<file path="config.mk">
export PLATFORM = sky130hd
export DESIGN_NAME = mcts_ctrl
export DESIGN_NICKNAME = d
export VERILOG_FILES = /design/src/rtl/mcts_pkg.sv /design/src/rtl/mcts_ctrl.sv
export SDC_FILE = /design/constraint.sdc
export NUM_CORES = 1
export LEC_CHECK = 0
export BUFFER_PORTS_ARGS = -buffer_cell sky130_fd_sc_hd__clkbuf_2
export CORE_AREA = 5 5 42 44
export CTS_BUF_LIST = sky130_fd_sc_hd__clkbuf_8 sky130_fd_sc_hd__clkbuf_16
export DETAILED_ROUTE_END_ITERATION = 6
export DIE_AREA = 0 0 47 49
export PLACE_DENSITY = 0.8
export SLEW_MARGIN = 5
export SYNTH_ARGS = -nofsm -noshare
export SYNTH_HDL_FRONTEND = slang
export SYNTH_SLANG_ARGS = --single-unit
</file>
<file path="constraint.sdc">
create_clock -name i_clk -period 1.4 [get_ports i_clk]
set_input_delay 0.21 -clock i_clk [delete_from_list [all_inputs] [get_ports i_clk]]
set_output_delay 0.21 -clock i_clk [all_outputs]
set_load 0.005 [all_outputs]
</file>
<file path="src/rtl/mcts_pkg.sv">
package mcts_pkg;

    localparam int          CHANNELS    = 6;
    localparam int          CH_W        = 3;
    localparam logic [31:0] NS_PER_S    = 32'd1000000000;
    localparam logic [31:0] FREQ_RST    = 32'd62500000;
    localparam logic [63:0] ALL_ONES    = {64{1'b1}};
    localparam logic [6:0]  DIV_STEPS   = 7'd96;
    localparam logic [6:0]  RECIP_STEPS = 7'd9;
    // ceil(2^126 / 1e9): exact floor of any 96-bit value over 1e9 via bits [192:126]
    localparam logic [127:0] RECIP_NS   =
        ((128'd1 << 126) + 128'd999999999) / 128'd1000000000;

    typedef enum logic [1:0] {
        ACT_TICK = 2'd0,
        ACT_READ = 2'd1,
        ACT_SET  = 2'd2,
        ACT_NONE = 2'd3
    } t_action;

    typedef enum logic [3:0] {
        ST_IDLE,
        ST_DECODE,
        ST_PEND,
        ST_NOW_WAIT,
        ST_SET,
        ST_SCAN,
        ST_SCAN_END,
        ST_ARM_WAIT,
        ST_EMIT
    } t_state;

    typedef enum logic [1:0] {
        SRC_TICK,
        SRC_ABS,
        SRC_BEST
    } t_md_src;

    typedef enum logic {
        MODE_TO_NS,
        MODE_TO_TICKS
    } t_md_mode;

    typedef enum logic [2:0] {
        MD_IDLE,
        MD_MUL_LO,
        MD_MUL_HI,
        MD_ADD,
        MD_DIV,
        MD_RECIP
    } t_md_phase;

    typedef struct packed {
        logic     load;
        logic     fire;
        logic     md_start;
        t_md_src  md_src;
        t_md_mode md_mode;
        logic     now_cap;
        logic     set_store;
        logic     scan_init;
        logic     scan_step;
        logic     arm;
        logic     emit;
    } t_cmd;

    typedef struct packed {
        t_action act;
        logic    hit;
        logic    ch_ok;
        logic    pending;
        logic    md_busy;
        logic    md_done;
        logic    arm_need;
        logic    scan_last;
        logic    found;
        logic    out_free;
    } t_sts;

endpackage

</file>
<file path="src/rtl/mcts_ctrl.sv">
module mcts_ctrl (
    input  logic           i_clk,
    input  logic           i_rst_n,
    input  logic           i_valid,
    input  mcts_pkg::t_sts i_sts,
    output mcts_pkg::t_cmd o_cmd,
    output logic           o_ready
);
    import mcts_pkg::*;

    t_state r_state;
    t_state n_state;

    always_ff @(posedge i_clk) begin
        if (!i_rst_n) r_state <= ST_IDLE;
        else          r_state <= n_state;
    end

    always_comb begin
        n_state = r_state;
        unique case (r_state)
            ST_IDLE: if (i_valid) n_state = ST_DECODE;
            ST_DECODE: begin
                unique case (i_sts.act)
                    ACT_TICK: n_state = i_sts.hit ? ST_PEND : ST_EMIT;
                    ACT_READ: n_state = ST_NOW_WAIT;
                    ACT_SET:  n_state = i_sts.ch_ok ? ST_NOW_WAIT : ST_EMIT;
                    default:  n_state = ST_EMIT;
                endcase
            end
            ST_PEND: n_state = i_sts.pending ? ST_NOW_WAIT : ST_EMIT;
            ST_NOW_WAIT: begin
                if (i_sts.md_done) begin
                    unique case (i_sts.act)
                        ACT_TICK: n_state = ST_SCAN;
                        ACT_SET:  n_state = ST_SET;
                        default:  n_state = ST_EMIT;
                    endcase
                end
            end
            ST_SET:      n_state = i_sts.arm_need ? ST_ARM_WAIT : ST_EMIT;
            ST_SCAN:     if (i_sts.scan_last) n_state = ST_SCAN_END;
            ST_SCAN_END: n_state = i_sts.found ? ST_ARM_WAIT : ST_EMIT;
            ST_ARM_WAIT: if (i_sts.md_done) n_state = ST_EMIT;
            ST_EMIT:     if (i_sts.out_free) n_state = ST_IDLE;
            default:     n_state = ST_IDLE;
        endcase
    end

    always_comb begin
        o_cmd         = '0;
        o_cmd.md_src  = SRC_TICK;
        o_cmd.md_mode = MODE_TO_NS;
        o_ready       = 1'b0;
        unique case (r_state)
            ST_IDLE: begin
                o_ready    = 1'b1;
                o_cmd.load = i_valid;
            end
            ST_DECODE: begin
                if (i_sts.act == ACT_TICK) o_cmd.fire = i_sts.hit;
                if (i_sts.act == ACT_READ || (i_sts.act == ACT_SET && i_sts.ch_ok)) begin
                    o_cmd.md_start = 1'b1;
                end
            end
            ST_PEND: o_cmd.md_start = i_sts.pending;
            ST_NOW_WAIT: begin
                o_cmd.now_cap   = i_sts.md_done;
                o_cmd.scan_init = i_sts.md_done && (i_sts.act == ACT_TICK);
            end
            ST_SET: begin
                o_cmd.set_store = 1'b1;
                o_cmd.md_start  = i_sts.arm_need;
                o_cmd.md_src    = SRC_ABS;
                o_cmd.md_mode   = MODE_TO_TICKS;
            end
            ST_SCAN: o_cmd.scan_step = 1'b1;
            ST_SCAN_END: begin
                o_cmd.md_start = i_sts.found;
                o_cmd.md_src   = SRC_BEST;
                o_cmd.md_mode  = MODE_TO_TICKS;
            end
            ST_ARM_WAIT: o_cmd.arm  = i_sts.md_done;
            ST_EMIT:     o_cmd.emit = i_sts.out_free;
            default: ;
        endcase
    end
endmodule

</file>
==> impl_metrics.env, run 1 <==
export IMPL_dpl_instance_area_sq_um=762
export IMPL_synth_edf_count=0
export IMPL_overflow=0
export IMPL_synthesis_nets=90
export IMPL_yosys_area_top_type_share_pct=15.3
export IMPL_crit_path_top_delay_cell="dfxtp_4"
export IMPL_synthArstFlopShare_pct=0
export IMPL_crit_fanout=5
export IMPL_coreArea_sq_um=1400
export IMPL_initial_utilization_pct=37.4
export IMPL_yosysUniqueCellTypes=32
export IMPL_fp_dieH_microns=49
export IMPL_grt_max_degree=9
export IMPL_wire_per_inst_microns=15.0
export IMPL_grt_pass1_vias=696
export IMPL_violations="setup timing"
export IMPL_clock_sinks=4
export IMPL_leakage_uw=0.000474
export IMPL_pwr_share_seq_pct=14.5
export IMPL_ys_seq_elements=4
export IMPL_hold_class="in -> reg"
export IMPL_cts_tree="done"
export IMPL_hold_viol=0
export IMPL_timing_rr_start="r_state[0]"
export IMPL_drive_gt1_share_pct=65.3
export IMPL_endpoint_kind="output port"
export IMPL_place_inst=129
export IMPL_swShare_pct=43.0
export IMPL_synth_flop_cell="dfxtp_1"
export IMPL_layoutNonFillerInstCount=137
export IMPL_setup_viol=4
export IMPL_area_growth_pct=94.7
export IMPL_relSlewSlack_pct=75.4
export IMPL_reg2reg_depth=5
export IMPL_crit_start="r_state[1]"
export IMPL_htreeDepth=1
export IMPL_synth_area_per_cell_sq_um=6.90
export IMPL_drt_pass1_iter_count=4
export IMPL_max_freq_mhz=650
export IMPL_r2r_end="r_state[3]"
export IMPL_worst_pin_slew_ps=366
export IMPL_first_iter_violations=13
export IMPL_min_period_ps=1540
export IMPL_cap_violations=0
export IMPL_combPwrFrac_pct=72.4
export IMPL_routed_wl_mm=2.06
export IMPL_largest_registers="r_state: 4 flops"
export IMPL_fin_tns_setup_ps=-215
export IMPL_drc_errors=0
export IMPL_clock_latency_ps=220
export IMPL_outcome="finished, violations left"
export IMPL_multi_input_area_sq_um=520
export IMPL_nNetsFinal=137
export IMPL_std_cell_rows=14
export IMPL_grt_pass1_wl_mm=3.00
export IMPL_via_count=739
export IMPL_num_antenna_cells=0
export IMPL_finalCritPeriodShare_pct=110
export IMPL_whs_ps=241
export IMPL_die_w_microns=47
export IMPL_worst_slack_ps=-138
export IMPL_synth_area_leaders="dfxtp_1 (15%), nand2b_1 (7.2%), nor2_1 (7.2%)"
export IMPL_regArea_sq_um=92.6
export IMPL_cp_start_kind="flop"
export IMPL_cts_made_buffers=3
export IMPL_ir_worst_vdd_mv=1.61
export IMPL_yosysSeqAreaShare_pct=15.3
export IMPL_critPathKind="reg -> out"
export IMPL_dp_hpwl_mm=1.37
export IMPL_rrSetupSlack_ps=0
export IMPL_synth_area_sq_um=524
export IMPL_synth_warning_count=0
export IMPL_grt_usage_pct=17.5
export IMPL_cp_cell_sequence="mux2i_4 > nor4_4 > a311oi_2 > inv_1 > clkbuf_2"
export IMPL_p_switching_uw=813
export IMPL_viasPerCell=5.39
export IMPL_port_buffers=25
export IMPL_fin_worst_skew_ps=6.50
export IMPL_min_delay_path_depth=3
export IMPL_largest_reg_flops=4
export IMPL_synth_area_leader_cell="dfxtp_1"
export IMPL_power_density_nw_per_um2=1850
export IMPL_final_antenna_net_count=0
export IMPL_regMostFlops="r_state"
export IMPL_cts_root_buf="clkbuf_8"
export IMPL_p_int_uw=1080
export IMPL_hold_end="r_state[3]"
export IMPL_cts_max_path_buffers=2
export IMPL_gp_congestion=0.946
export IMPL_p_clk_share_pct=13.2
export IMPL_finalMaxSlewViolations=0
export IMPL_dieArea_sq_um=2300
export IMPL_arrival_ps=1330
export IMPL_fill_cells=96
export IMPL_io_pins=27
export IMPL_p_total_uw=1890
export IMPL_syn_inst=76
export IMPL_rsz0062_at_grt="true"
export IMPL_antenna_found_initial=0
export IMPL_critical_path_required_ps=1190
export IMPL_critical_path_max_stage_delay_ps=380
export IMPL_hold_path_startpoint="i_rst_n"
export IMPL_clk_pin_slew_ps=30
export IMPL_design_area_sq_um=1020
## power by group through the flow
stage,clock [uW],combinational (uW),sequential [uW]
finish,249,1370,274
global route,263,1480,283
CTS,250,1130,247
detailed placement,0,962,217
global placement,0,926,220
floorplan,0,620,173
## metal layers
layer	share of wire, %	routed length [microns]	track usage [%]
met5	0	0	0
met4	1.2	25	4.61
met3	7.3	150	6.27
met2	52	1070	29.4
met1	40	817	20.1
## cell families (layout without fill, tap and decap cells)
group,Yosys count,after routing,synth area share (%)
flip-flops,4,4,15.3
buffers and inverters,11,56,13.1
AO/OA/AOI/OAI,19,19,22.0
AND/OR/NAND/NOR,41,41,47.7
multiplexers,1,1,1.91
## critical path: cells and delay by family (launching register included)
kind / cells / cell delay [ps]
mux: 1 / 250
buf+inv: 2 / 180
flops: 1 / 380
simple gates: 1 / 60
compound gates: 1 / 230
## cell usage after synthesis, types with 2 or more instances
library cell	count
buf_6	2
buf_4	2
inv_1	3
nor2_1	10
dfxtp_1	4
a31oi_1	2
and3_1	3
o21ai_0	4
buf_2	4
nor3_1	4
nand2b_1	6
a21oi_1	7
nor2b_1	3
nor4_1	4
## cell type report
cell class | count | area share, %
Clock buffer | 3 | 4.04
Inverter | 3 | 1.10
Multi-Input combinational cell | 61 | 51.0
Sequential cell | 4 | 9.07
Tap cell | 16 | 1.96
Timing Repair Buffer | 50 | 32.8
## cell usage in the layout (no fill, tap or decap), drive strengths merged, types with 2 or more instances in the layout
| cell | count |
|---|---|
| inv | 3 |
| nor2b | 3 |
| a21oi | 7 |
| dfxtp | 4 |
| nor3 | 5 |
| nor2 | 10 |
| nand2b | 6 |
| clkbuf | 22 |
| buf | 31 |
| nor4 | 5 |
| a31oi | 2 |
| and3 | 3 |
| o21ai | 5 |
## metrics by stage
stage	worst slack (ps)	util, %
2_1_floorplan	70.6	-
3_3_place_gp	-19.0	54.4
3_5_place_dp	-13.6	54.4
4_1_cts	-154	63.9
5_1_grt	-202	72.9
6_report	-138	72.9
## worst max-delay path by stage
stage | end | slack [ps] | cells after the start
2_1_floorplan | o_cmd[11] | 70 | 4
3_3_place_gp | o_cmd[9] | -20 | 6
3_5_place_dp | r_state[3] | -10 | 5
4_1_cts | o_cmd[9] | -150 | 5
5_1_grt | o_cmd[9] | -200 | 5
6_report | o_cmd[9] | -140 | 5
## timing repair
item / in CTS / in global routing
pin swaps: 7 / 5
hold endpoints to repair: 0 / 0
hold buffers: 0 / 0
gates resized for setup: 19 / 29
endpoints found under the setup margin: 13 / 14
buffers inserted: 2 / 3
(Power assumes the default switching activity.)
==> inputs of run 2 (changes only) <==
SETUP_SLACK_MARGIN = 0.05   (was not set)
==> impl_metrics.env, run 2 (synthesis gave the netlist of run 1 again) <==
export IMPL_drt_pass1_iter_count=4
export IMPL_arrival_ps=1350
export IMPL_power_density_nw_per_um2=1880
export IMPL_crit_path_top_delay_cell="dfxtp_4"
export IMPL_nNetsFinal=139
export IMPL_critPathKind="reg -> out"
export IMPL_worst_slack_ps=-158
export IMPL_coreArea_sq_um=1400
export IMPL_overflow=0
export IMPL_viasPerCell=5.60
export IMPL_drive_gt1_share_pct=66.7
export IMPL_violations="setup timing"
export IMPL_ir_worst_vdd_mv=1.60
export IMPL_routed_wl_mm=2.15
export IMPL_endpoint_kind="output port"
export IMPL_final_cell_mix="buf_4 (20), clkbuf_2 (19), a21oi_1 (7)"
export IMPL_cts_made_buffers=3
export IMPL_largest_registers="r_state: 4 flops"
export IMPL_grt_pass1_vias=697
export IMPL_min_delay_path_depth=3
export IMPL_cts_root_buf="clkbuf_8"
export IMPL_initial_utilization_pct=37.4
export IMPL_layout_commonest_cell="buf_4"
export IMPL_cp_start_kind="flop"
export IMPL_std_cell_rows=14
export IMPL_layoutNonFillerInstCount=139
export IMPL_critPathTopFamily="flip-flops"
export IMPL_regMostFlops="r_state"
export IMPL_gp_congestion=0.946
export IMPL_critical_path_required_ps=1190
export IMPL_drc_errors=0
export IMPL_largest_reg_flops=4
export IMPL_rsz0062_at_grt="true"
export IMPL_setup_viol=5
export IMPL_crit_fanout=5
export IMPL_clock_sinks=4
export IMPL_num_antenna_cells=0
export IMPL_dieArea_sq_um=2300
export IMPL_outcome="finished, violations left"
export IMPL_worst_pin_slew_ps=346
export IMPL_via_count=778
export IMPL_max_freq_mhz=642
export IMPL_hold_viol=0
export IMPL_antenna_found_initial=0
export IMPL_first_iter_violations=23
export IMPL_finalMaxSlewViolations=0
export IMPL_fin_tns_setup_ps=-251
export IMPL_critical_path_max_stage_delay_ps=390
export IMPL_cap_violations=0
export IMPL_final_antenna_net_count=0
export IMPL_cp_depth=5
export IMPL_dp_hpwl_mm=1.37
export IMPL_clock_latency_ps=220
export IMPL_ctsHoldBuffers=0
export IMPL_htreeDepth=1
export IMPL_grt_usage_pct=17.8
export IMPL_wire_per_inst_microns=15.4
export IMPL_io_pins=27
export IMPL_utilization_pct=75.2
export IMPL_cts_max_path_buffers=2
export IMPL_finalCritPeriodShare_pct=111
export IMPL_fp_dieH_microns=49
export IMPL_fin_worst_skew_ps=6.81
export IMPL_area_growth_pct=101
export IMPL_relSlewSlack_pct=76.9
export IMPL_hold_class="in -> reg"
export IMPL_crit_buf_inv=2
export IMPL_clk_pin_slew_ps=30
export IMPL_reg2reg_depth=6
export IMPL_p_total_uw=1980
export IMPL_grt_pass1_wl_mm=3.07
export IMPL_cts_tree="done"
export IMPL_grt_max_degree=9
export IMPL_die_w_microns=47
export IMPL_place_ws_ps=-13.6
export IMPL_place_inst=129
export IMPL_leakage_uw=0.000490
export IMPL_min_period_ps=1560
export IMPL_port_buffers=25
export IMPL_cp_cell_sequence="mux2i_4 > nor4_4 > a311oi_2 > inv_1 > clkbuf_2"
[run 2: cell types whose count changed in the layout (fill, tap and decap cells not counted), sizes merged]
cell  delta
buf      +2
[run 2: per-layer routing]
layer / share of wire (%) / vias to the layer above / track usage [%]
li1: - / 380 / -
met1: 41 / 363 / 21.6
met2: 51 / 33 / 30.3
met3: 7.2 / 2 / 5.54
met4: 0.70 / 0 / 2.76
met5: 0 / - / 0
[run 2: cell type report]
type,count,area [sq um]
Sequential cell,4,92.6
Multi-Input combinational cell,61,531
Timing Repair Buffer,52,358
Tap cell,16,20.0
Fill cell,91,348
Clock buffer,3,41.3
Inverter,3,11.3
[run 2: path summary, 6_finish.rpt]
path                                  from    endpoint  slack, ps
worst max-delay path            r_state[1]    o_cmd[9]       -160
worst min-delay path               i_rst_n  r_state[3]        250
worst max register to register  r_state[3]  r_state[3]        -10
worst min register to register  r_state[3]  r_state[3]        750
[run 2: per-stage QoR]
stage	area (sq um)	hold slack, ps
after CTS	923	246
after floorplan	524	348
after detailed placement	762	470
after global routing	1050	260
after global placement	762	459
final	1050	245
[run 2: worst register-to-register path, delay by kind of cell (launching register included)]
family	cells	cell delay (ps)
flops	1	320
compound gates	3	280
buf+inv	2	260
simple gates	1	470
[run 2: timing repair]
item / in CTS / in global routing
resized for setup: 24 / 30
buffers inserted: 3 / 4
pin swaps: 8 / 11
setup endpoints to repair: 15 / 17
[run 2: power by group]
group / total [uW] / switching (uW) / internal [uW]
clock: 246 / 62.1 / 183
combinational: 1460 / 687 / 776
sequential: 274 / 93.1 / 180
==> inputs of run 3 (changes only) <==
ABC_AREA = 1   (was not set)
CORE_AREA = 4 4 41 43   (was 5 5 42 44)
CTS_CLUSTER_DIAMETER = 50   (was not set)
DIE_AREA = 0 0 45 47   (was 0 0 47 49)
PLACE_DENSITY = 0.81   (was 0.8)
==> impl_metrics.env, run 3 <==
export IMPL_overflow=0
export IMPL_layout_commonest_cell="nand2_1"
export IMPL_ys_seq_elements=4
export IMPL_p_total_uw=990
export IMPL_htreeDepth=1
export IMPL_synth_warning_count=0
export IMPL_cts_tree="done"
export IMPL_hold_class="in -> reg"
export IMPL_relSlewSlack_pct=79.6
export IMPL_initial_utilization_pct=41.6
export IMPL_via_count=774
export IMPL_synthArstFlopShare_pct=0
export IMPL_synthXorXnorAreaFrac_pct=0
export IMPL_synthesis_nets=115
export IMPL_die_w_microns=45
export IMPL_min_period_ps=1450
export IMPL_rrSetupSlack_ps=110
export IMPL_wire_per_inst_microns=12.3
export IMPL_num_antenna_cells=0
export IMPL_yosysUniqueCellTypes=18
export IMPL_std_cell_rows=13
export IMPL_crit_fanout=6
export IMPL_leakage_uw=0.000506
export IMPL_syn_inst=101
export IMPL_critical_path_required_ps=1190
export IMPL_finalMaxSlewViolations=0
export IMPL_rsz0062_at_grt="true"
export IMPL_critPathKind="reg -> out"
export IMPL_worst_pin_slew_ps=304
export IMPL_final_cell_mix="nand2_1 (24), clkbuf_2 (22), inv_1 (12), nor2_1 (11), inv_2 (9)"
export IMPL_synthMuxAreaShare_pct=0
export IMPL_synth_most_common_cell="nand2_1"
export IMPL_first_iter_violations=19
export IMPL_fp_dieH_microns=47
export IMPL_grt_max_degree=10
export IMPL_arrival_ps=1240
export IMPL_place_inst=141
export IMPL_grt_pass1_vias=729
export IMPL_worst_slack_ps=-45.0
export IMPL_cts_max_path_buffers=2
export IMPL_yosys_area_top_type_share_pct=20.1
export IMPL_final_antenna_net_count=0
export IMPL_outcome="finished, violations left"
export IMPL_synth_area_leader_cell="nand2_1"
export IMPL_viasPerCell=5.09
export IMPL_drt_pass1_iter_count=4
export IMPL_dp_hpwl_mm=1.20
export IMPL_synth_simple_area_share_pct=61.0
export IMPL_max_freq_mhz=692
export IMPL_synth_top_family_by_area="simple AND/OR/NAND/NOR gates"
export IMPL_cts_made_buffers=3
export IMPL_fill_cells=106
export IMPL_nNetsFinal=153
export IMPL_ctsHoldBuffers=0
export IMPL_cap_violations=0
export IMPL_power_density_nw_per_um2=1070
export IMPL_synth_area_sq_um=542
export IMPL_synth_flop_cell="dfxtp_1"
export IMPL_cp_start_kind="flop"
export IMPL_synth_compound_area_share_pct=5.77
export IMPL_finalCritPeriodShare_pct=103
export IMPL_synth_area_per_cell_sq_um=5.36
export IMPL_endpoint_kind="output port"
export IMPL_drc_errors=0
export IMPL_regMostFlops="r_state"
export IMPL_violations="setup timing"
export IMPL_clock_latency_ps=210
export IMPL_largest_reg_flops=4
export IMPL_cts_root_buf="clkbuf_8"
export IMPL_area_growth_pct=70.9
export IMPL_largest_registers="r_state: 4 flops"
export IMPL_hold_viol=0
export IMPL_grt_usage_pct=18.1
export IMPL_io_pins=27
export IMPL_synth_area_leaders="nand2_1 (20%), dfxtp_1 (15%), inv_1 (12%)"
export IMPL_grt_pass1_wl_mm=2.86
export IMPL_gp_congestion=0.824
export IMPL_synth_fa_ha_area_share_pct=0
export IMPL_coreArea_sq_um=1300
export IMPL_clk_pin_slew_ps=30
export IMPL_routed_wl_mm=1.87
export IMPL_clock_sinks=4
export IMPL_port_buffers=25
export IMPL_dieArea_sq_um=2120
export IMPL_drive_gt1_share_pct=59.1
export IMPL_synth_edf_count=0
export IMPL_setup_viol=2
export IMPL_ir_worst_vdd_mv=0.620
export IMPL_yosysSeqAreaShare_pct=14.8
export IMPL_layoutNonFillerInstCount=152
export IMPL_synth_commonest_cells="nand2_1 (29), inv_1 (17), nor2_1 (14)"
export IMPL_fin_worst_skew_ps=2.42
export IMPL_antenna_found_initial=0
## run 3: changes by cell type in the layout (fill, tap and decap cells not counted), moves of 3 or more
cell / delta
nand3_1: +4
nand2_1: +23
buf_4: -15
nand3_2: +3
nand2_2: +8
nor2_1: +5
inv_1: +10
nand2b_1: -5
clkbuf_2: +3
a21oi_1: -5
buf_2: -3
inv_2: +8
nor2_2: +4
## run 3: cells by family (layout without fill, tap and decap cells)
logic type | count (synthesis) | in the layout
flip-flops | 4 | 4
AND/OR/NAND/NOR | 69 | 69
AO/OA/AOI/OAI | 5 | 5
buffers and inverters | 23 | 59
## run 3: final cells by class
class                           count  area (sq um)  share of cell area, %
Sequential cell                     4          95.1                   10.3
Tap cell                           15          18.8                   2.03
Inverter                           21          78.8                   8.51
Clock buffer                        3          41.3                   4.46
Timing Repair Buffer               35           228                   24.6
Multi-Input combinational cell     74           464                   50.1
## run 3: repair_timing
action,CTS,global route
pin swaps,6,13
gates resized for setup,16,27
buffers inserted,5,3
setup endpoints to repair,15,13
## run 3: worst max-delay path, cell delays in order (launching register included)
cell,delay [ps]
dfxtp_4,360
nor2_4,240
nand3_2,110
nand2_2,100
inv_2,40
nand2_1,60
clkbuf_2,110
## run 3: metal layers
layer | wire [microns] | GRT usage (%) | share of wire [%] | vias up
li1 | - | - | - | 381
met1 | 684 | 20.2 | 37 | 338
met2 | 954 | 32.2 | 51 | 47
met3 | 176 | 3.83 | 9.4 | 8
met4 | 53 | 9.36 | 2.8 | 0
met5 | 0 | 0 | 0 | -
## run 3: worst paths after layout
check | from | end | depth (start not counted)
worst max-delay path | r_state[1] | o_cmd[9] | 6
worst min-delay path | i_rst_n | r_state[0] | 3
worst min register to register | r_state[0] | r_state[0] | 2
worst max register to register | r_state[3] | r_state[3] | 9
## run 3: power breakdown
part | total [uW] | switching [uW] | internal, uW
clock network | 235 | 52.5 | 183
logic | 554 | 314 | 240
registers | 201 | 57.6 | 143
## run 3: through the flow
step | hold WS [ps] | setup TNS, ps | setup WS [ps] | instance area, sq um | util [%]
after CTS | 275 | -24.6 | -24.6 | 825 | 63.4
after global placement | 494 | 0 | 57.1 | 679 | 52.2
after global routing | 331 | -234 | -112 | 926 | 71.2
final | 306 | -59.0 | -45.0 | 926 | 71.2
after floorplan | 380 | 0 | 265 | 542 | -
after detailed placement | 494 | 0 | 32.8 | 679 | 52.2
